File: src/hw/rtl/b3ptc_pkg.sv
// Shared types, constants and helper functions for the base-3 product top-carry block.
package b3ptc_pkg;

  // Field widths
  localparam int OPND_W  = 20;
  localparam int FIELD_W = 5;
  localparam int TOTAL_W = 48;

  // An operand below 2^20 splits into five base-27 chunks of three base-3 digits each
  localparam int CHUNKS        = 5;
  localparam int DIG_PER_CHUNK = 3;
  localparam int CHUNK_W       = 5;
  localparam int ALL_DIGITS    = CHUNKS * DIG_PER_CHUNK;

  // Carry positions resolved by one carry stage
  localparam int STEPS_PER_STAGE = 4;

  // Reciprocals for floor(v / 27^m) with v < 2^20: (v * RECIP) >> SHIFT is exact
  localparam int SHIFT_27_1 = 25;
  localparam int SHIFT_27_2 = 30;
  localparam int SHIFT_27_3 = 35;
  localparam int RECIP_W    = 21;
  localparam logic [RECIP_W-1:0] RECIP_27_1 =
    RECIP_W'(((64'd1 << SHIFT_27_1) + 64'd27 - 64'd1) / 64'd27);
  localparam logic [RECIP_W-1:0] RECIP_27_2 =
    RECIP_W'(((64'd1 << SHIFT_27_2) + 64'd729 - 64'd1) / 64'd729);
  localparam logic [RECIP_W-1:0] RECIP_27_3 =
    RECIP_W'(((64'd1 << SHIFT_27_3) + 64'd19683 - 64'd1) / 64'd19683);
  localparam logic [OPND_W-1:0]  POW27_4 = 20'd531441;

  localparam logic [TOTAL_W-1:0] TOTAL_MAX = '1;

  // Word operation codes
  typedef enum logic {
    OP_PAIR  = 1'b0,
    OP_CLEAR = 1'b1
  } op_t;

  typedef logic [1:0] digit_t;

  // Running state handed from one carry stage to the next
  typedef struct packed {
    logic [FIELD_W-1:0] carry;
    logic [FIELD_W-1:0] top;
    logic [FIELD_W-1:0] below;
  } carry_state_t;

  // Split a base-27 chunk (0..26) into its three base-3 digits, high digit first.
  function automatic logic [5:0] chunk_digits(input logic [CHUNK_W-1:0] c);
    digit_t d2;
    digit_t d1;
    digit_t d0;
    logic [CHUNK_W-1:0] r;
    d2 = (c >= 5'd18) ? 2'd2 : ((c >= 5'd9) ? 2'd1 : 2'd0);
    r  = c - 5'(d2) * 5'd9;
    d1 = (r >= 5'd6) ? 2'd2 : ((r >= 5'd3) ? 2'd1 : 2'd0);
    d0 = 2'(r - 5'(d1) * 5'd3);
    return {d2, d1, d0};
  endfunction

  // Divide a small value by three: x * 171 / 512 is exact for x below 512.
  function automatic logic [FIELD_W-1:0] div3(input logic [7:0] x);
    logic [15:0] p;
    p = 16'(x) * 16'd171;
    return FIELD_W'(p[15:9]);
  endfunction

endpackage

File: src/hw/rtl/b3ptc_carry.sv
// One carry stage: propagates base-3 carries over a few positions and tracks the top.
module b3ptc_carry #(
  parameter int CONV_LEN = 28,
  parameter int CONV_W   = 6,
  parameter int FIRST    = 0
) (
  input  logic                    clk,
  input  logic                    en_i,
  input  logic [4:0]              lim_i,
  input  logic [CONV_W-1:0]       conv_i  [CONV_LEN],
  input  b3ptc_pkg::carry_state_t state_i,
  output logic [CONV_W-1:0]       conv_o  [CONV_LEN],
  output b3ptc_pkg::carry_state_t state_o
);

  logic [CONV_W-1:0]       conv_r [CONV_LEN];
  b3ptc_pkg::carry_state_t state_nxt;
  b3ptc_pkg::carry_state_t state_r;

  // Carry into the next position; a nonzero carry within the limit becomes the new top.
  always_comb begin
    logic [7:0]                      sum;
    logic [b3ptc_pkg::FIELD_W-1:0]   nc;
    state_nxt = state_i;
    for (int t = 0; t < b3ptc_pkg::STEPS_PER_STAGE; t++) begin
      sum = 8'(conv_i[FIRST+t]) + 8'(state_nxt.carry);
      nc  = b3ptc_pkg::div3(sum);
      if (nc != '0 && 6'(FIRST + t + 1) <= {1'b0, lim_i}) begin
        state_nxt.top   = b3ptc_pkg::FIELD_W'(FIRST + t + 1);
        state_nxt.below = state_nxt.carry;
      end
      state_nxt.carry = nc;
    end
  end

  always_ff @(posedge clk) begin
    if (en_i) begin
      conv_r  <= conv_i;
      state_r <= state_nxt;
    end
  end

  assign conv_o  = conv_r;
  assign state_o = state_r;

endmodule

File: config.mk
export PLATFORM = sky130hd
export DESIGN_NAME = b3ptc_carry
export DESIGN_NICKNAME = d
export VERILOG_FILES = /design/src/hw/rtl/b3ptc_pkg.sv /design/src/hw/rtl/b3ptc_carry.sv
export SDC_FILE = /design/constraint.sdc
export NUM_CORES = 1
export LEC_CHECK = 0
export BUFFER_PORTS_ARGS = -buffer_cell sky130_fd_sc_hd__buf_2
export CAP_MARGIN = 20
export CORE_ASPECT_RATIO = 1.1
export CORE_UTILIZATION = 46
export DETAILED_ROUTE_END_ITERATION = 10
export HOLD_SLACK_MARGIN = 0.03
export PLACE_DENSITY = 0.9
export SYNTH_ARGS = -nofsm -noshare
export SYNTH_HDL_FRONTEND = slang
export SYNTH_SLANG_ARGS = --single-unit
File: constraint.sdc
create_clock -name clk -period 18.53 [get_ports clk]
set_input_delay 1.853 -clock clk [delete_from_list [all_inputs] [get_ports clk]]
set_output_delay 1.853 -clock clk [all_outputs]
set_load 0.02 [all_outputs]
After elaboration in Yosys (flattened, before gate mapping)
Index checks and enable logic that the tools add are counted.
W data, S select, Z words.
{"block": "word_totals", "reg_bits": 183, "input_bits": 190, "output_inout_bits": 183, "wordCells": 57}
{"block": "classes", "n_addsub": 4, "n_mul": 4, "order_cmp": 4, "muxes": 4, "reduce_logical": 9}
{"operator": "$mul A7 B8 Y14 const B", "count": 4}
{"operator": "$add A6 B5 Y7", "count": 4}
{"operator": "$mux W8", "count": 3}
{"operator": "$reduce_bool A5 Y1", "count": 4}
{"operator": "$le A2 B5 Y1 const A", "count": 2}
{"operator": "$le A1 B5 Y1 const A", "count": 1}
{"operator": "$le A3 B5 Y1 const A", "count": 1}
{"operator": "$mux W5", "count": 1}
{"operator": "$logic_and A1 B1 Y1", "count": 4}
{"operator": "$reduce_or A4 Y1", "count": 1}

Logic depth before layout (Yosys ltp)
{"block": "depth", "ltp_word": 11, "depth_mapped": 84, "mapped_depth_nobuf": 83}

Least setup slack after synthesis
Ideal clock, no wire load.
{"block": "synth_path", "path_kind": "in2reg", "startpoint": "input port conv_i[162] in the netlist's numbering", "endpoint": "register state_r, in the netlist state_o[3], data pin", "setup_ns": 0.261, "arrival_ns": 18.958, "required_time_ns": 18.269, "path_slack_ns": -0.689, "cell_stages": 74, "n_path_buf": 1, "cell_sequence": "ha_1 -> fa_1 -> a21oi_1 -> o21bai_1 -> xor2_1 -> ha_1 -> inv_1 -> fa_1 -> fa_1 -> fa_1 -> inv_1 -> ha_1 -> a211oi_1 -> nand2_1 -> o31ai_4 -> o21bai_2 -> a221o_1 -> or2_2 -> [... 38 more ...] -> xnor2_1 -> ha_1 -> inv_1 -> fa_1 -> fa_1 -> fa_1 -> inv_1 -> ha_1 -> o21ai_0 -> a21oi_1 -> a211oi_1 -> o21ai_0 -> mux2i_1 -> o21a_1 -> clkbuf_1 -> nor3_1 -> and2_1 -> a221o_1"}
{"item": "start: declaration", "line": "b3ptc_carry.sv:10", "rtl": "input logic [CONV_W-1:0] conv_i [CONV_LEN],"}
{"item": "end signal: assignment", "line": "b3ptc_carry.sv:39", "rtl": "state_r <= state_nxt;"}
{"item": "end: declaration", "line": "b3ptc_carry.sv:18", "rtl": "b3ptc_pkg::carry_state_t state_r;"}

==> flow_summary.toml <==
[hold_path]
min_path_type = "input pin to flop"

[die]
dieArea_um2 = 23500
rows = 57
die_w_um = 146
start_util = 0.473
io_pins = 373
fp.coreArea_um2 = 22300
die_h_um = 161

[cts]
clock_path_buffers = 2
path_clk_slew_ps = 80
cts_buffers = 17
cts_tree = "yes"
cts_max_level = 4
cts_root_buf = "clkbuf_16"
hold_buffers = 0
cts_sinks = 183

[global_route]
grt_max_degree = 111
grt_pass1_vias = 8347
grt_pass1_wl_um = 47700
grt_antenna_before_repair = 8
grt_util_all_layers = 0.275
grt-ovfl-total = 0

[setup_path]
worstPathRequired_ps = 18730
critPathCaptureType = "flop"
worstPathArrival_ps = 18550
critPathMostFrequentCell = "fa_1"
cp-startpoint = "state_i[10]"
max_stage_delay_ps = 550
crit_end = "state_o[1]$_DFFE_PP_"
criticalPathCategory = "input pin to flop"
cp_max_fo = 7
crit_path_start_kind = "input pin"
crit_slowest_cell = "fa_1"

[yosys]
synthTopCellsByArea = "edfxtp_1 52%, ha_1 18%, fa_1 7.6%, inv_1 4.6%, xnor2_1 2.2%"
netlist_instances = 770
synth_seq_cells = 183
syn_area_per_cell_um2 = 13.7
synth-main-ff-cell = "edfxtp_1"
ys_seq_area_frac = 0.522
async_flop_share = 0
synth.most_common_cell = "edfxtp_1"
syn_nets = 1155
yosys_warnings = 0
synth_top_cell_by_area = "edfxtp_1"
synth_edf_count = 183
netlist.area_leader.share = 0.522
ys_types = 56
syn_area_um2 = 10500
ys_top_cells_by_count = "183 x edfxtp_1, 155 x ha_1, 128 x inv_1"

[routing]
dr.pass1.iters = 5
drtAntennaViolNets = 0
wl_per_cell_um = 21.8
vias = 8456
wirelength_um = 34500
drtIter0Drc = 639
drc = 0
via_per_inst = 5.33

[place]
placed_cell_area_um2 = 13400
port_buffers = 372
gp_congestion = 0.935
post-dp-hpwl_um = 25300

[job]
maxCapViolCount = 0

[cells_and_area]
nNetsFinal = 1662
area_growth_syn_to_layout_pct = 43.1
finish.instance_area_um2 = 15100
drive_gt1_frac = 0.510

[sta]
tightest_slew_ps = 1010
timing.final.crit_share = 0.990
fin_tns_setup_ps = 0
finalSetupViolations = 0
hold_viol = 0
relSlewSlack = 0.307
grt_setup_unrepaired = "yes"
period_needed_ps = 18350
fmax_mhz = 54.5
drv_slew = 0

[status]
status = "completed"
[how the worst min path moves through the flow]
stage / startpoint / slack, ps / to / cells after the start
after floorplan: conv_i[0] / 1950 / conv_o[0]$_DFFE_PP_ / 0
after global placement: conv_i[111] / 2030 / conv_o[111]$_DFFE_PP_ / 1
after detailed placement: conv_i[45] / 2030 / conv_o[45]$_DFFE_PP_ / 1
after CTS: conv_i[2] / 1570 / conv_o[2]$_DFFE_PP_ / 1
after global routing: conv_i[10] / 1560 / conv_o[10]$_DFFE_PP_ / 1
final: conv_i[2] / 1590 / conv_o[2]$_DFFE_PP_ / 1
[sequential cells by signal (all words and copies together), names as in the netlist]
register / flops
conv_o: 168
state_o: 15
[cell families after synthesis]
| kind of cell | Yosys count | share of synthesized area |
|---|---|---|
| adder cells (fa/ha/maj) | 195 | 0.260 |
| buffers and inverters | 132 | 0.0472 |
| multiplexers | 12 | 0.0127 |
| XOR/XNOR | 45 | 0.0401 |
| AO/OA/AOI/OAI | 95 | 0.0652 |
| flip-flops | 183 | 0.522 |
| AND/OR/NAND/NOR | 108 | 0.0522 |
[worst max-delay path, delay by kind of cell]
family / cells / cell delay (ps)
adders and majority gates: 26 / 9170
buffers and inverters: 12 / 990
AOI/OAI and AO/OA: 22 / 4080
and+or+nand+nor: 9 / 1530
muxes: 1 / 170
xor gates and xnor gates: 4 / 720
[cell usage in the layout, fill, tap and decap left out, drive strengths merged, types with 3 or more instances in the layout]
cell | netlist | routed
diode | 0 | 3
xor2 | 17 | 17
clkinv | 0 | 5
or3 | 4 | 4
edfxtp | 183 | 183
nand2 | 23 | 23
a21oi | 24 | 24
nor2 | 18 | 18
o211ai | 7 | 7
or2 | 5 | 5
buf | 1 | 491
ha | 155 | 155
a31oi | 4 | 4
mux2 | 5 | 5
and3 | 7 | 7
and2 | 5 | 5
nor4 | 3 | 3
clkbuf | 3 | 18
nand3 | 18 | 18
a211oi | 4 | 4
nor3 | 16 | 16
o21a | 5 | 5
o21bai | 10 | 10
o31ai | 3 | 3
mux2i | 7 | 7
and4 | 3 | 3
inv | 128 | 136
a21o | 7 | 7
xnor2 | 26 | 26
fa | 40 | 40
o21ai | 14 | 14
[routing by layer]
metal	up-vias	part of all wire	GRT usage
li1	3787	-	-
met5	-	0.0022	0
met4	12	0.035	0.0966
met2	401	0.50	0.459
met3	87	0.095	0.0875
met1	4169	0.37	0.335
[metrics by stage]
step | std cells | utilization | setup WS [ps] | hold slack (ps)
floorplan | 770 | - | 0.398 | 1950
global placement | 1519 | 0.604 | -160 | 2030
detailed placement | 1519 | 0.604 | -878 | 2030
CTS | 1558 | 0.638 | 16.3 | 1570
global route | 1584 | 0.677 | -427 | 1560
finish | 1587 | 0.677 | 178 | 1590
[cell type report]
cell class	count	area [um2]
fill	1521	7190
sequential	183	5500
multi-input combinational	455	5330
timing repair buffer	492	2800
inverter	128	480
clock buffer	17	425
tap	295	369
clock inverter	14	151
antenna	3	7.51
[what timing repair did]
| action | 4_1_cts | 5_1_grt |
|---|---|---|
| gates resized for setup | 25 | 120 |
| setup buffers | 8 | 26 |
| endpoints found under the setup margin | 10 | 15 |
| pin swaps | 30 | 112 |
Power is left out: the tool's default activity adds up to more than one toggle a clock period on the data nets, which glitch-free logic cannot reach.
