**src/hw/rtl/b3ptc_pkg.sv**
```systemverilog
// Shared types, constants and helper functions for the base-3 product top-carry block.
package b3ptc_pkg;

  // Field widths
  localparam int OPND_W  = 20;
  localparam int FIELD_W = 5;
  localparam int TOTAL_W = 48;

  // An operand below 2^20 splits into five base-27 chunks of three base-3 digits each
  localparam int CHUNKS        = 5;
  localparam int DIG_PER_CHUNK = 3;
  localparam int CHUNK_W       = 5;
  localparam int ALL_DIGITS    = CHUNKS * DIG_PER_CHUNK;

  // Carry positions resolved by one carry stage
  localparam int STEPS_PER_STAGE = 4;

  // Reciprocals for floor(v / 27^m) with v < 2^20: (v * RECIP) >> SHIFT is exact
  localparam int SHIFT_27_1 = 25;
  localparam int SHIFT_27_2 = 30;
  localparam int SHIFT_27_3 = 35;
  localparam int RECIP_W    = 21;
  localparam logic [RECIP_W-1:0] RECIP_27_1 =
    RECIP_W'(((64'd1 << SHIFT_27_1) + 64'd27 - 64'd1) / 64'd27);
  localparam logic [RECIP_W-1:0] RECIP_27_2 =
    RECIP_W'(((64'd1 << SHIFT_27_2) + 64'd729 - 64'd1) / 64'd729);
  localparam logic [RECIP_W-1:0] RECIP_27_3 =
    RECIP_W'(((64'd1 << SHIFT_27_3) + 64'd19683 - 64'd1) / 64'd19683);
  localparam logic [OPND_W-1:0]  POW27_4 = 20'd531441;

  localparam logic [TOTAL_W-1:0] TOTAL_MAX = '1;

  // Word operation codes
  typedef enum logic {
    OP_PAIR  = 1'b0,
    OP_CLEAR = 1'b1
  } op_t;

  typedef logic [1:0] digit_t;

  // Running state handed from one carry stage to the next
  typedef struct packed {
    logic [FIELD_W-1:0] carry;
    logic [FIELD_W-1:0] top;
    logic [FIELD_W-1:0] below;
  } carry_state_t;

  // Split a base-27 chunk (0..26) into its three base-3 digits, high digit first.
  function automatic logic [5:0] chunk_digits(input logic [CHUNK_W-1:0] c);
    digit_t d2;
    digit_t d1;
    digit_t d0;
    logic [CHUNK_W-1:0] r;
    d2 = (c >= 5'd18) ? 2'd2 : ((c >= 5'd9) ? 2'd1 : 2'd0);
    r  = c - 5'(d2) * 5'd9;
    d1 = (r >= 5'd6) ? 2'd2 : ((r >= 5'd3) ? 2'd1 : 2'd0);
    d0 = 2'(r - 5'(d1) * 5'd3);
    return {d2, d1, d0};
  endfunction

  // Divide a small value by three: x * 171 / 512 is exact for x below 512.
  function automatic logic [FIELD_W-1:0] div3(input logic [7:0] x);
    logic [15:0] p;
    p = 16'(x) * 16'd171;
    return FIELD_W'(p[15:9]);
  endfunction

endpackage

```
**src/hw/rtl/b3ptc_conv.sv**
```systemverilog
// Registered digit convolution of the two operands.
module b3ptc_conv #(
  parameter int MAX_DIGITS = 12,
  parameter int CONV_LEN   = 28,
  parameter int CONV_W     = 6
) (
  input  logic              clk,
  input  logic              en_i,
  input  b3ptc_pkg::digit_t dig_a_i [MAX_DIGITS],
  input  b3ptc_pkg::digit_t dig_b_i [MAX_DIGITS],
  output logic [CONV_W-1:0] conv_o  [CONV_LEN]
);

  logic [CONV_W-1:0] conv_nxt [CONV_LEN];
  logic [CONV_W-1:0] conv_r   [CONV_LEN];

  // Each position sums the digit products whose indices add up to it.
  always_comb begin
    int j;
    for (int n = 0; n < CONV_LEN; n++) begin
      conv_nxt[n] = '0;
      for (int i = 0; i < MAX_DIGITS; i++) begin
        j = n - i;
        if (j >= 0 && j < MAX_DIGITS) begin
          conv_nxt[n] = conv_nxt[n] + CONV_W'(4'(dig_a_i[i]) * 4'(dig_b_i[j]));
        end
      end
    end
  end

  always_ff @(posedge clk) begin
    if (en_i) begin
      conv_r <= conv_nxt;
    end
  end

  assign conv_o = conv_r;

endmodule

```
**config.mk**
```make
export PLATFORM = sky130hd
export DESIGN_NAME = b3ptc_conv
export DESIGN_NICKNAME = d
export VERILOG_FILES = /design/src/hw/rtl/b3ptc_pkg.sv /design/src/hw/rtl/b3ptc_conv.sv
export SDC_FILE = /design/constraint.sdc
export NUM_CORES = 1
export LEC_CHECK = 0
export BUFFER_PORTS_ARGS = -buffer_cell sky130_fd_sc_hd__buf_2
export CAP_MARGIN = 0
export CORE_UTILIZATION = 30
export CTS_BUF_LIST = sky130_fd_sc_hd__clkbuf_4 sky130_fd_sc_hd__clkbuf_8
export DETAILED_ROUTE_END_ITERATION = 16
export GPL_TIMING_DRIVEN = 0
export PLACE_DENSITY_LB_ADDON = 0.15
export SLEW_MARGIN = 30
export SYNTH_ARGS = -nofsm -noshare
export SYNTH_HDL_FRONTEND = slang
export SYNTH_SLANG_ARGS = --single-unit
export TNS_END_PERCENT = 20
```
**constraint.sdc**
```tcl
create_clock -name clk -period 7.7 [get_ports clk]
set_input_delay 0.77 -clock clk [delete_from_list [all_inputs] [get_ports clk]]
set_output_delay 0.77 -clock clk [all_outputs]
set_load 0.02 [all_outputs]
```
# Yosys cells after proc, flatten, opt, wreduce, memory -nomap -nowiden
# Index checks and enable logic that the tools add are counted.
# Widths: inputs -> output; s select.
# word_totals
reg_bits	134
# op_classes
addsub	121
n_mul	144
# ops
cell	count
$mul 2x2->4	144
$add 6x4->6	81
$add 5x4->6	19
$add 4x4->5	21

# Logic depth before layout (Yosys ltp)
# Gate-level depths: netlist of the first run.
# depth
ltp_word	12
ltp_mapped	19
depth_no_buf	18

# Worst setup path after synthesis of the first run
# Ideal clock, no wire load.
# synth_path
path_kind	input to register
start	input port dig_a_i[17] in the netlist's numbering
end	register conv_r (netlist bit conv_o[93]) (data pin)
stages	15
setup_slack_ns	2.044
t_required_ns	7.450
arrival_time_ns	5.406
cell_sequence	clkbuf_1 and2_1 fa_1 fa_1 fa_1 fa_1 fa_1 inv_1 fa_1 inv_1 fa_1 ha_1 inv_1 fa_1 inv_1
# synth_lines
element	line	text
start: declaration	b3ptc_conv.sv:9	input b3ptc_pkg::digit_t dig_a_i [MAX_DIGITS],
end signal: assignment	b3ptc_conv.sv:33	conv_r <= conv_nxt;
end: declaration	b3ptc_conv.sv:15	logic [CONV_W-1:0] conv_r [CONV_LEN];

==> flow_summary.yaml, run 1 <==
run_status:
  status: "completed"
clocking:
  numCtsBuffers: 17
  cts.sinks: 132
  post_cts_buffers: 0
  clk_pin_slew_ns: 0.10
  cts.repair.resized: 0
  h-tree-depth: 4
  clock-root-buffer: "clkbuf_8"
  hold_buffers: 0
  cts_tree: "built"
  clockBufferDepth: 2
place:
  dp_hpwl_um: 62700
  port_buffers: 181
  finalWeightedCongestion: 0.938
  dp_cells: 3520
sta:
  setup_viol: 0
  worst_pin_slew_ns: 1.08
  min_period_over_period: 0.812
  hold_ws_ns: 0.584
  max_slew_margin: 0.281
  max_freq_mhz: 160
  layout_min_cycle_time_ns: 6.25
  finalMaxSlewViolations: 0
  finalHoldViolCount: 0
  rsz0062_at_grt: "no"
  setup_tns_ns: 0
global_route:
  grt_overflow_total: 0
  track_usage: 0.216
  grt_pass1_vias: 17100
  grt_max_degree: 80
  grt_pass1_wl_um: 119000
  antenna_found_initial: 13
power_and_ir_drop:
  power_density_nw_per_um2: 275
  worst_ir_drop_vdd_mv: 0.190
  total_power_mw: 7.15
  leakage_nw: 13.5
die:
  die_area_um2: 78800
  die_w_um: 281
  std_cell_rows: 101
  ios: 218
  die_h_um: 281
  core-area_um2: 76500
  start_util: 0.305
drt:
  vias_per_cell: 4.49
  ant_nets: 0
  drc: 0
  finalWirelength_um: 81600
  vias: 16000
  first_iter_violations: 783
  wl_per_cell_um: 22.9
  drtPass1Iterations: 5
logic_synthesis:
  synth.avg_cell_area_um2: 10.3
  synth.distinct_cells: 18
  yosys_warnings: 0
  synthCells: 2273
  syn_area_um2: 23300
  ys_seq_elements: 132
  seq_area_frac_synth: 0.170
worst_setup_path:
  worstSetupStartpointType: "primary input"
  worst_ep_required_time_ns: 8.05
  critPathCaptureType: "flop"
  arrival_ns: 6.60
  critical-path-max-stage-delay_ns: 0.82
  worstPathCellList: "buf_2 -> clkbuf_1 -> and2_1 -> fa_1 -> inv_1 -> fa_1 -> inv_1 -> fa_1 -> fa_1 -> fa_1 -> inv_1 -> fa_1 -> inv_1 -> fa_1 -> ha_1 -> inv_1 -> fa_1 -> inv_1"
  slowest_stage: "clkbuf_1"
  crit_top_cell: "fa_1"
  worstPathMaxFanout: 10
  crit_buf_inv: 8
  crit_type: "in2reg"
  crit_family: "adder cells"
flow_run:
  drv_cap: 0
cells_and_area:
  drive_gt1_frac: 0.123
  instances_no_fill: 3558
  nFillCells: 7903
  fin_nets: 3337
  area_growth_pct: 11.8
  largest_register_ffs: 132
worst_hold_path:
  min_path_cells: 1
  whs_endpoint: "conv_o[105]"
  hold_start: "en_i"
  hp-class: "in2reg"
-- area by class of cell --
class / instances / area (um^2) / share of cell area
multi-input combinational: 1504 / 16700 / 0.643
sequential: 132 / 3960 / 0.152
inverter: 540 / 2030 / 0.0778
tap: 1030 / 1290 / 0.0495
timing repair buffer: 182 / 943 / 0.0362
buffer: 132 / 701 / 0.0269
clock buffer: 17 / 234 / 0.00898
clock inverter: 15 / 131 / 0.00504
antenna: 6 / 15.0 / 0.000576
-- synthesized netlist by cell type (all sizes together) --
cell type | count | area (um^2)
a21o | 24 | 180
o21bai | 2 | 15.0
xnor2 | 46 | 403
buf | 83 | 505
clkbuf | 49 | 185
and2 | 370 | 2310
inv | 540 | 2030
nand2 | 206 | 773
fa | 387 | 7750
nor2b | 2 | 12.5
a21oi | 24 | 135
ha | 391 | 4890
edfxtp | 132 | 3960
xor2 | 16 | 140
conb | 1 | 3.75
-- cell usage in the layout (no fill, tap or decap), drive strengths merged --
cell type,Yosys,layout
inv,540,544
ha,391,391
fa,387,387
and2,370,370
buf,83,265
nand2,206,206
edfxtp,132,132
clkbuf,49,66
xnor2,46,46
conb,1,36
a21o,24,24
a21oi,24,24
xor2,16,16
diode,0,6
clkinv,0,6
clkinvlp,0,4
o21bai,2,2
nor2b,2,2
bufinv,0,1
-- where the power goes --
| group | internal, mW | total, mW | switching (mW) |
|---|---|---|---|
| clock | 0.255 | 0.619 | 0.364 |
| combinational | 2.14 | 5.11 | 2.97 |
| sequential | 1.36 | 1.43 | 0.0618 |
| total | 3.76 | 7.15 | 3.39 |
-- cells by family (layout without fill, tap and decap cells) --
group,after synthesis,count (layout),synth area share
other,1,42,0.000161
flip-flops,132,132,0.170
buffers and inverters,672,886,0.117
AO/OA/AOI/OAI,50,50,0.0142
adder cells (fa/ha/maj),778,778,0.543
AND/OR/NAND/NOR,578,578,0.133
XOR/XNOR,62,62,0.0233
-- how the worst max path moves through the flow --
stage                           start          end  slack [ns]  cells after the start
after floorplan           dig_a_i[17]   conv_o[93]        2.04                     15
after global placement    dig_a_i[18]   conv_o[93]        0.84                     18
after detailed placement   dig_a_i[8]  conv_o[105]        0.95                     16
after CTS                 dig_a_i[18]   conv_o[94]        1.58                     18
after global routing      dig_a_i[18]   conv_o[93]        1.33                     18
final                     dig_a_i[18]   conv_o[93]        1.45                     18
-- layer usage --
metal | up-vias | share of wire | GRT usage
met1 | 8245 | 0.45 | 0.295
met3 | 84 | 0.047 | 0.0284
met2 | 435 | 0.47 | 0.356
met4 | 4 | 0.026 | 0.0650
met5 | - | 0.00038 | 0
li1 | 7191 | - | -
-- metrics by stage --
stage                      util  setup WS (ns)  instance area, um^2
final                     0.341           1.45                26100
after global routing      0.341           1.33                26000
after CTS                 0.341           1.58                26000
after detailed placement  0.336          0.954                25700
after global placement    0.335          0.838                25600
after floorplan               -           2.04                23400
No activity file was read; power rests on OpenSTA's default activity.
==> run 2: changes to the inputs <==
==> constraint.sdc (replaced) <==
create_clock -name clk -period 5.2 [get_ports clk]
set_input_delay 0.52 -clock clk [delete_from_list [all_inputs] [get_ports clk]]
set_output_delay 0.52 -clock clk [all_outputs]
set_load 0.02 [all_outputs]
==> run 2 against run 1 <==
  * Critical path depth fell by 1
  * Sequential cell count did not move
  * First-iteration DRC count rose by 23%
  * Clock power rose by 57%
  * Highest routed layer unchanged
==> flow_summary.yaml, run 2 (synthesized netlist as in run 1, its figures left out) <==
worst_setup_path:
  worstSetupStartpointType: "primary input"
  crit_buf_inv: 5
  slowest_stage: "fa_1"
  critical-path-max-stage-delay_ns: 0.59
  worst_ep_required_time_ns: 5.48
  crit_top_cell: "fa_1"
  crit_family: "adder cells"
  arrival_ns: 5.41
  crit_type: "in2reg"
  worstPathCellList: "buf_4 -> buf_12 -> nand2_1 -> fa_1 -> inv_1 -> fa_1 -> fa_1 -> fa_2 -> fa_1 -> inv_1 -> fa_1 -> fa_2 -> inv_1 -> ha_1 -> a21o_1 -> a21oi_1 -> xnor2_1"
  worstPathMaxFanout: 10
  critPathCaptureType: "flop"
  critPathLaunch: "dig_a_i[10]"
cells_and_area:
  area_growth_pct: 16.5
  utilization: 0.355
  drive_gt1_frac: 0.157
  fin_nets: 3357
  finalInstanceArea_um2: 27200
  final_cell_mix: "536 x inv_1, 388 x ha_1, 367 x fa_1, 360 x and2_1, 206 x nand2_1"
  layout_commonest_cell: "inv_1"
  largest_register_ffs: 132
  nFillCells: 7776
sta:
  rsz0062_at_grt: "yes"
  worst_pin_slew_ns: 0.820
  max_freq_mhz: 195
  max_slew_margin: 0.453
  setup_viol: 0
  layout_min_cycle_time_ns: 5.13
  finalHoldViolCount: 0
  setup_tns_ns: 0
  min_period_over_period: 0.987
  finalMaxSlewViolations: 0
place:
  dp_hpwl_um: 63700
  place_area_um2: 25800
  finalWeightedCongestion: 0.917
  port_buffers: 181
clocking:
  hold_buffers: 0
  cts.sinks: 132
  h-tree-depth: 4
  clk_pin_slew_ns: 0.09
  clockBufferDepth: 2
  clock-root-buffer: "clkbuf_8"
  numCtsBuffers: 17
  cts_tree: "built"
worst_hold_path:
  hp-class: "in2reg"
  hold_start: "en_i"
drt:
  vias: 16100
  vias_per_cell: 4.49
  drc: 0
  first_iter_violations: 962
  finalWirelength_um: 82400
  drtPass1Iterations: 7
  ant_nets: 0
  wl_per_cell_um: 23.0
die:
  ios: 218
  die_h_um: 281
  die_w_um: 281
  std_cell_rows: 101
  start_util: 0.305
  core-area_um2: 76500
  die_area_um2: 78800
power_and_ir_drop:
  power_density_nw_per_um2: 407
  leakage_nw: 14.0
  worst_ir_drop_vdd_mv: 0.373
global_route:
  grt_pass1_vias: 17800
  grt_max_degree: 87
  track_usage: 0.219
  grt_overflow_total: 0
  antenna_found_initial: 18
  grt_pass1_wl_um: 122000
run_status:
  status: "completed"
flow_run:
  drv_cap: 0
## run 2: changes by cell type in the layout (fill, tap and decap cells not counted), sizes merged
cell      before  now
clkbuf        66   47
buf          265  304
inv          544  542
clkinvlp       4    0
clkinv         6    9
bufinv         1    3
## run 2: routing by layer
layer / global-route usage / up-vias / share of wire
met5: 0 / - / 0.00033
met1: 0.298 / 8172 / 0.45
met4: 0.0747 / 4 / 0.034
met2: 0.350 / 514 / 0.46
li1: - / 7234 / -
met3: 0.0357 / 130 / 0.058
## run 2: metrics by stage
| step | total power [mW] | worst slack (ns) | std cells | hold WS (ns) |
|---|---|---|---|---|
| CTS | 11.2 | -0.0136 | 3551 | 0.313 |
| finish | 11.1 | 0.0650 | 3577 | 0.361 |
| global route | 12.5 | -0.0119 | 3573 | 0.344 |
| detailed placement | 10.0 | -1.12 | 3520 | 0.960 |
| floorplan | 7.54 | -0.00874 | 2308 | 0.632 |
| global placement | 10.1 | -1.26 | 3519 | 0.963 |
## run 2: final cells by class
class | instances | area (um^2) | area share
diodes | 6 | 15.0 | 0.000553
plain buffers | 132 | 1410 | 0.0518
clock buffers | 17 | 234 | 0.00862
clock inverters | 14 | 161 | 0.00594
inverters | 540 | 2030 | 0.0746
multi-input cells | 1504 | 16800 | 0.620
flip-flops and latches | 132 | 3960 | 0.146
well taps | 1030 | 1290 | 0.0475
repair buffers | 202 | 1220 | 0.0448
## run 2: final timing paths
| path | endpoint | slack [ns] | cells after the start |
|---|---|---|---|
| hold / removal | conv_o[103] | 0.36 | 1 |
| setup / recovery | conv_o[95] | 0.07 | 17 |
## run 2: report_power, final
group | switching (mW) | internal, mW | total [mW]
logic | 4.57 | 3.39 | 7.96
clock network | 0.505 | 0.468 | 0.973
registers | 0.101 | 2.02 | 2.12
total | 5.17 | 5.88 | 11.1
## run 2: repair_timing
action                     in CTS  in global routing
pin swaps                       0                  9
buffers inserted                0                 20
resized for setup             117                166
setup endpoints to repair      16                 10
==> run 3: changes to the inputs <==
==> constraint.sdc (replaced) <==
create_clock -name clk -period 5.2 [get_ports clk]
set_input_delay 0.26 -clock clk [delete_from_list [all_inputs] [get_ports clk]]
set_output_delay 0.26 -clock clk [all_outputs]
set_load 0.02 [all_outputs]
==> run 3 against run 2 <==
  * Cell area is 3.1% lower
  * Setup slack improved by 0.029 ns
  * Global-route usage is 0.34 points lower
  * Combinational power decreased by 4.8%
  * Critical path type unchanged
  * Largest cell class unchanged
==> flow_summary.yaml, run 3 (synthesized netlist as in run 1, its figures left out) <==
run_status:
  status: "completed"
clocking:
  clk_pin_slew_ns: 0.10
  hold_buffers: 0
  post_cts_buffers: 0
  cts.sinks: 132
  h-tree-depth: 4
  clockBufferDepth: 2
  clock-root-buffer: "clkbuf_8"
  cts_tree: "built"
  numCtsBuffers: 17
place:
  dp_cells: 3520
  dp_hpwl_um: 62700
  port_buffers: 181
  finalWeightedCongestion: 0.938
global_route:
  antenna_found_initial: 13
  grt_overflow_total: 0
  track_usage: 0.215
  grt_pass1_vias: 17100
  grt_pass1_wl_um: 119000
  grt_max_degree: 80
drt:
  vias_per_cell: 4.46
  drc: 0
  first_iter_violations: 807
  drtPass1Iterations: 5
  ant_nets: 0
  finalWirelength_um: 81100
  vias: 15900
  wl_per_cell_um: 22.8
sta:
  finalHoldViolCount: 0
  rsz0062_at_grt: "yes"
  finalMaxSlewViolations: 0
  worst_pin_slew_ns: 1.06
  setup_viol: 0
  min_period_over_period: 0.982
  layout_min_cycle_time_ns: 5.11
  max_freq_mhz: 196
  max_slew_margin: 0.293
flow_run:
  drv_cap: 0
worst_setup_path:
  crit_family: "adder cells"
  worstSetupStartpointType: "primary input"
  worstPathMaxFanout: 10
  crit_type: "in2reg"
  worst_ep_required_time_ns: 5.54
  crit_top_cell: "fa_1"
  crit_buf_inv: 6
  arrival_ns: 5.44
  slowest_stage: "fa_1"
  worstPathCellList: "buf_2 -> clkbuf_2 -> and2_1 -> ha_1 -> fa_1 -> fa_1 -> fa_1 -> fa_1 -> inv_1 -> fa_1 -> inv_1 -> fa_1 -> ha_1 -> inv_1 -> fa_1 -> inv_1"
  critical-path-max-stage-delay_ns: 0.59
  critPathCaptureType: "flop"
cells_and_area:
  largest_register_ffs: 132
  fin_nets: 3334
  drive_gt1_frac: 0.135
  layout_commonest_cell: "inv_1"
  area_growth_pct: 13.0
  final_cell_mix: "540 x inv_1, 391 x ha_1, 385 x fa_1, 370 x and2_1, 206 x nand2_1"
  utilization: 0.344
  instances_no_fill: 3559
die:
  die_area_um2: 78800
  die_w_um: 281
  start_util: 0.305
  core-area_um2: 76500
  std_cell_rows: 101
  die_h_um: 281
  ios: 218
worst_hold_path:
  hp-class: "in2reg"
power_and_ir_drop:
  worst_ir_drop_vdd_mv: 0.279
  power_density_nw_per_um2: 403
  leakage_nw: 13.7
## run 3: cell types whose count changed in the layout (fill, tap and decap cells not counted), moves of 8 or more
cell / delta
buf_12: -25
and2_4: -10
fa_2: -18
and2_1: +10
clkbuf_4: +8
buf_4: -35
buf_8: -9
clkbuf_2: +12
buf_2: +32
fa_1: +18
## run 3: worst paths after layout
| path | start | endpoint | slack [ns] | depth (start not counted) |
|---|---|---|---|---|
| worst max-delay path | dig_a_i[13] | conv_o[105] | 0.09 | 16 |
| worst min-delay path | en_i | conv_o[105] | 0.08 | 1 |
## run 3: per-stage QoR
stage	TNS, ns	setup slack [ns]	area (um^2)	hold WS, ns	total power, mW
6_report	0	0.0944	26300	0.0807	10.6
5_1_grt	-0.00466	-0.00435	26300	0.0799	12.0
4_1_cts	-0.00291	-0.00291	26100	0.0358	10.9
3_5_place_dp	-14.93	-1.04	25700	0.696	9.80
3_3_place_gp	-18.44	-1.15	25600	0.706	9.84
2_1_floorplan	0	0.0538	23400	0.372	7.52
## run 3: final cells by class
cell class	count	area, um^2
well taps	1030	1290
flip-flops and latches	132	3960
plain buffers	129	930
clock inverters	15	131
inverters	540	2030
multi-input cells	1504	16800
fillers	7882	50100
clock buffers	17	234
repair buffers	182	963
diodes	10	25.0
## run 3: per-layer routing
metal | global-route usage | routed length, um | up-vias
met5 | 0 | 31 | -
met4 | 0.0628 | 2080 | 4
met3 | 0.0294 | 4490 | 84
met2 | 0.355 | 38400 | 474
met1 | 0.293 | 36100 | 8130
li1 | - | - | 7197
## run 3: power by group
part / leakage, nW / switching [mW] / internal [mW]
Combinational: 12.2 / 4.39 / 3.19
Clock: 0.177 / 0.534 / 0.378
Sequential: 1.28 / 0.0916 / 2.02
Total: 13.7 / 5.01 / 5.59
## run 3: what timing repair did
action                     CTS  global route
setup endpoints to repair    8            10
pin swaps                    0             1
cloned                       0             0
resized for setup           40           112
hold endpoints to repair     0             0
