<file path="config.mk">
export PLATFORM = sky130hd
export DESIGN_NAME = b3ptc_split
export DESIGN_NICKNAME = d
export VERILOG_FILES = /design/src/hw/rtl/b3ptc_pkg.sv /design/src/hw/rtl/b3ptc_split.sv
export SDC_FILE = /design/constraint.sdc
export NUM_CORES = 1
export LEC_CHECK = 0
export BUFFER_PORTS_ARGS = -buffer_cell sky130_fd_sc_hd__buf_2
export CAP_MARGIN = 20
export CORE_ASPECT_RATIO = 0.8
export CORE_UTILIZATION = 65
export CTS_BUF_LIST = sky130_fd_sc_hd__clkbuf_4
export DETAILED_ROUTE_END_ITERATION = 16
export GPL_ROUTABILITY_DRIVEN = 0
export PLACE_DENSITY = 0.86
export SYNTH_ARGS = -nofsm -noshare
export SYNTH_HDL_FRONTEND = slang
export SYNTH_SLANG_ARGS = --single-unit
</file>
<file path="constraint.sdc">
create_clock -name clk -period 6.8 [get_ports clk]
set_input_delay 0.34 -clock clk [delete_from_list [all_inputs] [get_ports clk]]
set_output_delay 0.34 -clock clk [all_outputs]
set_load 0.1 [all_outputs]
</file>
<file path="src/hw/rtl/b3ptc_pkg.sv">
// Shared types, constants and helper functions for the base-3 product top-carry block.
package b3ptc_pkg;

  // Field widths
  localparam int OPND_W  = 20;
  localparam int FIELD_W = 5;
  localparam int TOTAL_W = 48;

  // An operand below 2^20 splits into five base-27 chunks of three base-3 digits each
  localparam int CHUNKS        = 5;
  localparam int DIG_PER_CHUNK = 3;
  localparam int CHUNK_W       = 5;
  localparam int ALL_DIGITS    = CHUNKS * DIG_PER_CHUNK;

  // Carry positions resolved by one carry stage
  localparam int STEPS_PER_STAGE = 4;

  // Reciprocals for floor(v / 27^m) with v < 2^20: (v * RECIP) >> SHIFT is exact
  localparam int SHIFT_27_1 = 25;
  localparam int SHIFT_27_2 = 30;
  localparam int SHIFT_27_3 = 35;
  localparam int RECIP_W    = 21;
  localparam logic [RECIP_W-1:0] RECIP_27_1 =
    RECIP_W'(((64'd1 << SHIFT_27_1) + 64'd27 - 64'd1) / 64'd27);
  localparam logic [RECIP_W-1:0] RECIP_27_2 =
    RECIP_W'(((64'd1 << SHIFT_27_2) + 64'd729 - 64'd1) / 64'd729);
  localparam logic [RECIP_W-1:0] RECIP_27_3 =
    RECIP_W'(((64'd1 << SHIFT_27_3) + 64'd19683 - 64'd1) / 64'd19683);
  localparam logic [OPND_W-1:0]  POW27_4 = 20'd531441;

  localparam logic [TOTAL_W-1:0] TOTAL_MAX = '1;

  // Word operation codes
  typedef enum logic {
    OP_PAIR  = 1'b0,
    OP_CLEAR = 1'b1
  } op_t;

  typedef logic [1:0] digit_t;

  // Running state handed from one carry stage to the next
  typedef struct packed {
    logic [FIELD_W-1:0] carry;
    logic [FIELD_W-1:0] top;
    logic [FIELD_W-1:0] below;
  } carry_state_t;

  // Split a base-27 chunk (0..26) into its three base-3 digits, high digit first.
  function automatic logic [5:0] chunk_digits(input logic [CHUNK_W-1:0] c);
    digit_t d2;
    digit_t d1;
    digit_t d0;
    logic [CHUNK_W-1:0] r;
    d2 = (c >= 5'd18) ? 2'd2 : ((c >= 5'd9) ? 2'd1 : 2'd0);
    r  = c - 5'(d2) * 5'd9;
    d1 = (r >= 5'd6) ? 2'd2 : ((r >= 5'd3) ? 2'd1 : 2'd0);
    d0 = 2'(r - 5'(d1) * 5'd3);
    return {d2, d1, d0};
  endfunction

  // Divide a small value by three: x * 171 / 512 is exact for x below 512.
  function automatic logic [FIELD_W-1:0] div3(input logic [7:0] x);
    logic [15:0] p;
    p = 16'(x) * 16'd171;
    return FIELD_W'(p[15:9]);
  endfunction

endpackage

</file>
<file path="src/hw/rtl/b3ptc_split.sv">
// Two-stage base-3 digit extraction of one operand, masked to the active digit count.
module b3ptc_split #(
  parameter int MAX_DIGITS = 12
) (
  input  logic                               clk,
  input  logic [1:0]                         en_i,
  input  logic [3:0]                         k_i,
  input  logic [b3ptc_pkg::OPND_W-1:0]       opnd_i,
  output b3ptc_pkg::digit_t                  digit_o [MAX_DIGITS]
);

  localparam int PROD_W = b3ptc_pkg::OPND_W + b3ptc_pkg::RECIP_W;

  logic [PROD_W-1:0]                 prod1;
  logic [PROD_W-1:0]                 prod2;
  logic [PROD_W-1:0]                 prod3;
  logic [b3ptc_pkg::CHUNK_W-1:0]     quot_nxt [b3ptc_pkg::CHUNKS];
  logic [b3ptc_pkg::CHUNK_W-1:0]     quot_r   [b3ptc_pkg::CHUNKS];
  logic [b3ptc_pkg::CHUNK_W-1:0]     chunk    [b3ptc_pkg::CHUNKS];
  b3ptc_pkg::digit_t                 all_dig  [b3ptc_pkg::ALL_DIGITS];
  b3ptc_pkg::digit_t                 digit_nxt [MAX_DIGITS];
  b3ptc_pkg::digit_t                 digit_r   [MAX_DIGITS];

  // Quotients by powers of 27; only their low five bits are needed for the chunks.
  always_comb begin
    prod1 = PROD_W'(opnd_i) * PROD_W'(b3ptc_pkg::RECIP_27_1);
    prod2 = PROD_W'(opnd_i) * PROD_W'(b3ptc_pkg::RECIP_27_2);
    prod3 = PROD_W'(opnd_i) * PROD_W'(b3ptc_pkg::RECIP_27_3);
    quot_nxt[0] = opnd_i[b3ptc_pkg::CHUNK_W-1:0];
    quot_nxt[1] = prod1[b3ptc_pkg::SHIFT_27_1 +: b3ptc_pkg::CHUNK_W];
    quot_nxt[2] = prod2[b3ptc_pkg::SHIFT_27_2 +: b3ptc_pkg::CHUNK_W];
    quot_nxt[3] = prod3[b3ptc_pkg::SHIFT_27_3 +: b3ptc_pkg::CHUNK_W];
    quot_nxt[4] = b3ptc_pkg::CHUNK_W'(opnd_i >= b3ptc_pkg::POW27_4);
  end

  always_ff @(posedge clk) begin
    if (en_i[0]) begin
      quot_r <= quot_nxt;
    end
  end

  // Chunk m is Q(m) - 27 * Q(m+1); the result is below 27, so five bits suffice.
  always_comb begin
    for (int m = 0; m < b3ptc_pkg::CHUNKS - 1; m++) begin
      chunk[m] = quot_r[m] - quot_r[m+1] * 5'd27;
    end
    chunk[b3ptc_pkg::CHUNKS-1] = quot_r[b3ptc_pkg::CHUNKS-1];
    for (int m = 0; m < b3ptc_pkg::CHUNKS; m++) begin
      {all_dig[3*m+2], all_dig[3*m+1], all_dig[3*m]} = b3ptc_pkg::chunk_digits(chunk[m]);
    end
    for (int i = 0; i < MAX_DIGITS; i++) begin
      digit_nxt[i] = (4'(i) < k_i) ? all_dig[i] : 2'd0;
    end
  end

  always_ff @(posedge clk) begin
    if (en_i[1]) begin
      digit_r <= digit_nxt;
    end
  end

  assign digit_o = digit_r;

endmodule

</file>
After elaboration in Yosys (flattened, before gate mapping)
Index checks and enable logic that the tools add are counted.
{ "word_totals": {"regBits": 45, "latchBits": 0, "mem_bits_rw": 0, "mem_bits_ro": 0, "output_inout_bits": 24, "elab_cells": 89, "mem_count": 0} }
{ "classes": {"add_sub_neg": 12, "multipliers": 15, "n_div": 0, "n_lt_le_gt_ge": 29, "eq_ne": 0, "shifts": 0, "mux": 16, "n_bitwise": 0, "n_reduce_logical": 0} }
{ "op_table": {"columns": ["op", "count"], "rows": [
  ["$sub A5 B5 Y5", 8],
  ["$mul A20 B18 Y37 const B", 1],
  ["$mul A20 B21 Y35 const B", 1],
  ["$mul A20 B21 Y30 const B", 1],
  ["$ge A20 B20 Y1 const B", 1],
  ["$ge A5 B2 Y1 const B", 4],
  ["$ge A5 B3 Y1 const B", 4],
  ["$ge A5 B4 Y1 const B", 4],
  ["$ge A5 B5 Y1 const B", 4],
  ["$mul A2 B4 Y5 const B", 4],
  ["$lt A3 B4 Y1 const A", 4],
  ["$lt A4 B4 Y1 const A", 4],
  ["$mux W2", 8],
  ["$mul A5 B4 Y5 const B", 3],
  ["$lt A1 B4 Y1 const A", 2],
  ["$lt A2 B4 Y1 const A", 2],
  ["$mul A2 B1 Y2 const B", 4],
  ["$mux W1", 8],
  ["$sub A2 B2 Y2", 4],
  ["$mul A1 B5 Y5 const B", 1]
]} }

Depth between registers and ports, before layout
Gate-level depths: netlist of the first run.
{ "depth": {"ltp_word": 12, "ltp_mapped": 28, "depth_no_buf": 28} }

Worst setup path before layout of the first run
No wires, ideal clock.
{ "synth_path": {"path_kind": "input port to flip-flop", "startpoint": "in opnd_i[15] (netlist name)", "endpoint": "reg quot_r[11] (netlist name) (data pin)", "setup_ns": 0.195, "arrival_ns": 5.364, "path_slack_ns": 1.241, "cell_stages": 18, "path_cell_list": "inv_1 -> ha_1 -> inv_1 -> fa_1 -> inv_1 -> fa_1 -> fa_1 -> inv_1 -> fa_1 -> inv_1 -> fa_1 -> ha_1 -> ha_1 -> a21o_1 -> a221oi_1 -> a21boi_0 -> nand2_1 -> o311ai_0"} }
{ "synth_via": {"elab_chain_cells": 1} }
{ "synth_rtl": {"columns": ["element", "line", "text"], "rows": [
  ["from (decl)", "b3ptc_split.sv:8", "input logic [b3ptc_pkg::OPND_W-1:0] opnd_i,"],
  ["$mul A20 B21 Y35", "b3ptc_split.sv:27", "prod2 = PROD_W'(opnd_i) * PROD_W'(b3ptc_pkg::RECIP_27_2);"],
  ["net prod2[31]", "b3ptc_split.sv:15", "logic [PROD_W-1:0] prod2;"],
  ["to (signal assigned)", "b3ptc_split.sv:38", "quot_r <= quot_nxt;"],
  ["to (decl)", "b3ptc_split.sv:18", "logic [b3ptc_pkg::CHUNK_W-1:0] quot_r [b3ptc_pkg::CHUNKS];"]
]} }
The timed path passes the listed nets, and every way through them passes these cells.
A chain may end at the register's enable or synchronous reset.

==> qor.csv, run 1 <==
metric;value;unit
cts-root-buf;clkbuf_4;
slowest_delay;0.60;ns
critical_path_required;7.06;ns
rows;56;
timing.final.ws_setup;0.517;ns
numClockSinks;45;
min_path_type;primary input to flip-flop;
period_minus_slack;6.28;ns
viasPerCell;5.94;
dp_slack;0.295;ns
async_flop_share;0;
start_util;0.668;
reg2reg_slack;0.52;ns
syn-instance-count;1896;
drtAntennaViolNets;0;
vias;14120;
hpwlAfterDp;47.1;mm
r2r_cells;25;
setup_viol;0;
drc;0;
ys_types;64;
maxUsedRoutingLayer;met4;
hold_viol;0;
h-tree-depth;2;
synth_edf_count;45;
grt_max_degree;25;
avgSynthCellArea;10.4;µm²
dieArea;0.0311;mm²
wl_met2;23.6;mm
worst_pin_slew;0.966;ns
clk_latency;0.44;ns
tns;0;ns
clk_path_buf_depth;2;
synth-seq-area-share;0.0684;
drt-wirelength-per-cell;22.3;µm
antenna_found_initial;2;
finalClockSkew;0.0510;ns
critPathArrivalTime;6.55;ns
postCtsResizedCells;0;
io_pins;51;
critPathBufInv;4;
postCtsSetupBuffers;0;
core_area;0.0296;mm²
syn_nets;2751;
crit_path_start_kind;flip-flop;
regToRegEndpoint;digit_o[23];
wl;53.0;mm
timing.final.crit_share;0.924;
drive_above_1_share;0.0523;
maxCapViolCount;0;
area_growth;5.01;%
worst_path_max_delay_cell;fa_1;
grt_overflow;0;
first_pass_iters;5;
cts_hold_buf;0;
run_status;completed;
wl_met1;19.6;mm
critPathTopFamily;adder cells;
worstPathMaxFanout;5;
die_w;197;µm
cts-buffers-inserted;5;
grt_pass1_vias;15941;
cpMostUsedCell;ha_1;
cts_tree;done;
track_usage;0.367;
wl_met3;6.98;mm
rsz0062_at_grt;false;
max_freq;159;MHz
yosysWarningCount;0;
worst_hold_path.endpoint;quot_r[24];
fin_nets;2825;
ys.flop_type;edfxtp_1;
cts.clk_slew.worst_paths;0.17;ns
min-delay-start;opnd_i[4];
hold_depth;1;
final_max_slew_viol_count;0;
chipHeight;158;µm
grt_pass1_wl;84.9;mm
placement.io_buffers;50;
reg2reg_from;quot_r[17];
path_class;flip-flop to flip-flop;
slew_headroom;0.350;
cp-end-kind;flip-flop;
syn_area;0.0198;mm²
drt_iter0_markers;1158;
synth_seq_cells;45;
[registers in the layout, indices dropped and copies added (netlist names)]
name	cells
chunk	1
quot_r	20
digit_o	24
[cells in the final DEF, fill, tap and decap left out, types with 14 or more instances in the layout]
cell	count
nor3_1	16
xnor2_1	56
nand2_1	23
fa_1	375
edfxtp_1	45
ha_1	453
buf_4	21
inv_1	588
a21o_1	21
o21ai_0	32
xor2_1	14
a21oi_1	37
nor2_1	36
buf_2	50
nand3_1	14
[metrics by stage]
stage | cell area [µm²] | std cells | utilization | hold slack, ns
after global routing | 20700 | 2378 | 0.702 | 0.288
final | 20700 | 2379 | 0.702 | 0.315
after floorplan | 19800 | 1896 | - | 0.439
after global placement | 20700 | 2369 | 0.699 | 0.762
after CTS | 20700 | 2377 | 0.701 | 0.304
after detailed placement | 20700 | 2369 | 0.699 | 0.765
[worst reg2reg max path: cells and delay by family (launching register included)]
family	cells	cell delay (ns)
multiplexers	3	0.96
AO/OA/AOI/OAI	3	0.67
buffers and inverters	4	0.36
XOR/XNOR	1	0.15
adder cells (fa/ha/maj)	7	2.46
flip-flops	1	0.50
AND/OR/NAND/NOR	7	1.03
[Yosys cell counts (10+ instances only)]
library cell	instances	share of area
inv_1	588	0.11
ha_1	453	0.29
fa_1	375	0.38
xnor2_1	56	0.025
edfxtp_1	45	0.068
a21oi_1	37	0.0094
nor2_1	36	0.0068
o21ai_0	32	0.0081
nand2_1	23	0.0044
a21o_1	21	0.0080
nor3_1	16	0.0041
nand3_1	14	0.0035
xor2_1	14	0.0062
o21a_1	12	0.0046
and2_1	10	0.0032
and3_1	10	0.0032
nand4_1	10	0.0032
nor2b_1	10	0.0032
[worst max path at each step]
stage,to,cells past startpoint,startpoint
after floorplan,quot_r[11],18,opnd_i[15]
after global placement,quot_r[19],19,opnd_i[3]
after detailed placement,quot_r[19],19,opnd_i[3]
after CTS,digit_o[23],25,quot_r[17]
after global routing,digit_o[23],25,quot_r[17]
final,digit_o[23],25,quot_r[17]
[logic make-up after synthesis]
family                   after synthesis  synth area share
multiplexers                          15           0.00817
AO/OA/AOI/OAI                        170            0.0581
AND/OR/NAND/NOR                      169            0.0472
XOR/XNOR                              77            0.0388
buffers and inverters                592             0.112
adder cells (fa/ha/maj)              828             0.667
flip-flops                            45            0.0684
[area by class of cell]
class / count / area, µm²
clock buffers: 5 / 37.5
multi-input cells: 1259 / 16200
repair buffers: 71 / 408
flip-flops and latches: 45 / 1350
fillers: 2024 / 8820
well taps: 406 / 508
inverters: 588 / 2210
diodes: 2 / 5.00
clock inverters: 3 / 46.3
[per-layer routing]
| layer | GRT usage | vias to the layer above |
|---|---|---|
| met2 | 0.579 | 796 |
| met1 | 0.446 | 6980 |
| met4 | 0.172 | 0 |
| met5 | 0 | - |
| met3 | 0.142 | 210 |
| li1 | - | 6134 |
Power of run 1 is not shown: default switching activity piles up to over one toggle a cycle in this logic, so the estimate is an artifact.
==> run 2: changes to the inputs <==
--- a/config.mk
+++ b/config.mk
@@ -5,6 +5,7 @@
 export SDC_FILE = /design/constraint.sdc
 export NUM_CORES = 1
 export LEC_CHECK = 0
+export ABC_AREA = 1
 export BUFFER_PORTS_ARGS = -buffer_cell sky130_fd_sc_hd__buf_2
 export CAP_MARGIN = 20
 export CORE_ASPECT_RATIO = 0.8
@@ -13,6 +14,7 @@
 export DETAILED_ROUTE_END_ITERATION = 16
 export GPL_ROUTABILITY_DRIVEN = 0
 export PLACE_DENSITY = 0.86
+export SLEW_MARGIN = 30
 export SYNTH_ARGS = -nofsm -noshare
 export SYNTH_HDL_FRONTEND = slang
 export SYNTH_SLANG_ARGS = --single-unit
==> run 2 against run 1 <==
Hold slack got worse by 0.027 ns. Final cell count is 14% higher. Critical path depth down 2. Flip-flop and latch count is the same. Die area rose by 4.3%.
==> qor.csv, run 2 <==
metric;value;unit;change
die_w;201;µm;was 197 µm
final_max_slew_viol_count;0;;unchanged
hpwlAfterDp;53.3;mm;was 47.1 mm
vias;16323;;was 14120
hold_depth;3;;was 1
min_path_type;primary input to flip-flop;;unchanged
tns;0;ns;unchanged
synth_edf_count;45;;unchanged
syn_area;0.0206;mm²;was 0.0198 mm²
slowest_delay;0.59;ns;was 0.60 ns
fin_nets;3141;;was 2825
wl;60.4;mm;was 53.0 mm
syn-instance-count;2219;;was 1896
r2r_cells;29;;was 25
dp.cells;2692;;was 2369
clk_path_buf_depth;2;;unchanged
setup_viol;0;;unchanged
viasPerCell;6.03;;was 5.94
finalClockSkew;0.0212;ns;was 0.0510 ns
placement.io_buffers;50;;unchanged
path_class;primary input to flip-flop;;was flip-flop to flip-flop
chipHeight;161;µm;was 158 µm
drive_above_1_share;0.0450;;was 0.0523
max_freq;173;MHz;was 159 MHz
worstPathMaxFanout;14;;was 5
rows;57;;was 56
cts-buffers-inserted;5;;unchanged
numClockSinks;45;;unchanged
grt_pass1_vias;17710;;was 15941
cpMostUsedCell;inv_1;;was ha_1
syn_nets;3074;;was 2751
utilization;0.700;;was 0.702
clk_latency;0.44;ns;about the same
synth_top_area_frac;0.364;;was 0.380
reg2reg_from;quot_r[10];;was quot_r[17]
cts-root-buf;clkbuf_4;;unchanged
cts_tree;done;;unchanged
run_status;completed;;unchanged
core_area;0.0307;mm²;was 0.0296 mm²
maxCapViolCount;0;;unchanged
synth-seq-area-share;0.0656;;was 0.0684
yosys-top-cells-count;inv_1, ha_1, fa_1, nand2_1, a21oi_1;;was inv_1, ha_1, fa_1, xnor2_1, edfxtp_1
cts_hold_buf;0;;unchanged
synth_top_cell_by_area;fa_1;;unchanged
first_pass_iters;8;;was 5
slew_headroom;0.498;;was 0.350
drt_iter0_markers;1799;;was 1158
dieArea;0.0324;mm²;was 0.0311 mm²
hold_viol;0;;unchanged
grt_pass1_wl;95.0;mm;was 84.9 mm
rsz0062_at_grt;false;;unchanged
cp-end-kind;flip-flop;;unchanged
yosysMostFrequentCell;inv_1;;unchanged
synth_seq_cells;45;;unchanged
worst_path_max_delay_cell;fa_1;;unchanged
largest_reg_flops;24;;unchanged
drtAntennaViolNets;0;;unchanged
reg2reg_slack;1.08;ns;was 0.52 ns
critPathBufInv;6;;was 4
track_usage;0.389;;was 0.367
netlist_top_cells_area;fa_1, ha_1, inv_1;;unchanged
h-tree-depth;2;;unchanged
ys.flop_type;edfxtp_1;;unchanged
instances_no_fill;2705;;was 2379
min-delay-start;k_i[1];;was opnd_i[4]
critPathArrivalTime;6.00;ns;was 6.55 ns
layout_common_cells;inv_1, ha_1, fa_1;;unchanged
drc;0;;unchanged
grt_overflow;0;;unchanged
fillers;2096;;was 2024
avgSynthCellArea;9.29;µm²;was 10.4 µm²
worst_pin_slew;0.746;ns;was 0.966 ns
ys_types;43;;was 64
critical_path_required;7.00;ns;was 7.06 ns
area_growth;4.45;%;was 5.01%
drt-wirelength-per-cell;22.3;µm;about the same
regToRegEndpoint;digit_o[17];;was digit_o[23]
period_minus_slack;5.80;ns;was 6.28 ns
cts.clk_slew.worst_paths;0.18;ns;was 0.17 ns
postCtsSetupBuffers;0;;unchanged
start_util;0.671;;was 0.668
worst_hold_path.endpoint;digit_o[21];;was quot_r[24]
final_common_cell;inv_1;;unchanged
io_pins;51;;unchanged
postCtsResizedCells;0;;unchanged
cp_cell_sequence;buf_2, inv_1, ha_1, inv_1, ha_1, inv_1, fa_1, fa_1, fa_1, inv_1, fa_1, ha_1, ha_1, nand2_1, inv_1, nand3_1, nor3_1, nand3_1, nand3_1, nand2_1, and3_1, nand3_1, nand2_1;;
critPathTopFamily;adder cells;;unchanged
grt_max_degree;25;;unchanged
yosysWarningCount;0;;unchanged
antenna_found_initial;8;;was 2
timing.final.crit_share;0.852;;was 0.924
async_flop_share;0;;unchanged
crit_path_start_kind;primary input;;was flip-flop
==> run 2: changes by cell type in the layout (fill, tap and decap cells not counted), sizes merged, moves of 10 or more <==
| cell | change |
|---|---|
| xnor2 | -22 |
| and2 | -10 |
| inv | +80 |
| nor2b | -10 |
| nand2 | +206 |
| a21o | -12 |
| xor2 | +24 |
| buf | -11 |
| a21oi | +65 |
| nor2 | +33 |
| nand3 | +57 |
==> run 2: layout make-up <==
cell class / instances / area (µm²) / share of cell area
antenna: 5 / 12.5 / 0.000581
multi-input combinational: 1507 / 16800 / 0.778
inverter: 667 / 2500 / 0.116
clock inverter: 3 / 25.0 / 0.00116
clock buffer: 5 / 37.5 / 0.00174
tap: 413 / 517 / 0.0240
sequential: 45 / 1350 / 0.0628
timing repair buffer: 60 / 325 / 0.0151
==> run 2: routing by layer <==
metal	GRT usage	routed length [µm]
met3	0.146	8390
met1	0.480	22100
met5	0	42
met4	0.229	4370
met2	0.588	25600
==> run 2: how the worst max path moves through the flow <==
| stage | from | to | slack [ns] | cells after the start |
|---|---|---|---|---|
| after floorplan | opnd_i[2] | quot_r[19] | 1.54 | 20 |
| after global placement | opnd_i[9] | quot_r[19] | 0.82 | 22 |
| after detailed placement | opnd_i[12] | quot_r[19] | 0.66 | 23 |
| after CTS | opnd_i[12] | quot_r[19] | 1.13 | 23 |
| after global routing | quot_r[10] | digit_o[17] | 0.69 | 29 |
| final | opnd_i[12] | quot_r[19] | 1.00 | 23 |
==> run 2: cells by family after synthesis <==
kind of cell             share of synthesized area
AO/OA/AOI/OAI                               0.0498
XOR/XNOR                                    0.0321
adder cells (fa/ha/maj)                      0.639
buffers and inverters                        0.121
flip-flops                                  0.0656
AND/OR/NAND/NOR                             0.0918
==> run 2: worst reg2reg max path: cells and delay by family, from the launching register on <==
kind | cells | cell delay (ns)
fa+ha+maj | 6 | 2.06
simple gates | 13 | 1.39
flops | 1 | 0.64
buf+inv | 6 | 0.60
xor+xnor | 3 | 0.57
compound gates | 1 | 0.25
==> run 2: metrics by stage <==
step / area, µm² / hold slack [ns] / worst slack (ns)
after global placement: 21500 / 0.728 / 0.816
after CTS: 21500 / 0.269 / 1.13
after global routing: 21500 / 0.302 / 0.694
after detailed placement: 21500 / 0.739 / 0.659
final: 21500 / 0.288 / 1.00
after floorplan: 20600 / 0.439 / 1.54
Power of run 2 is left out for the same reason.
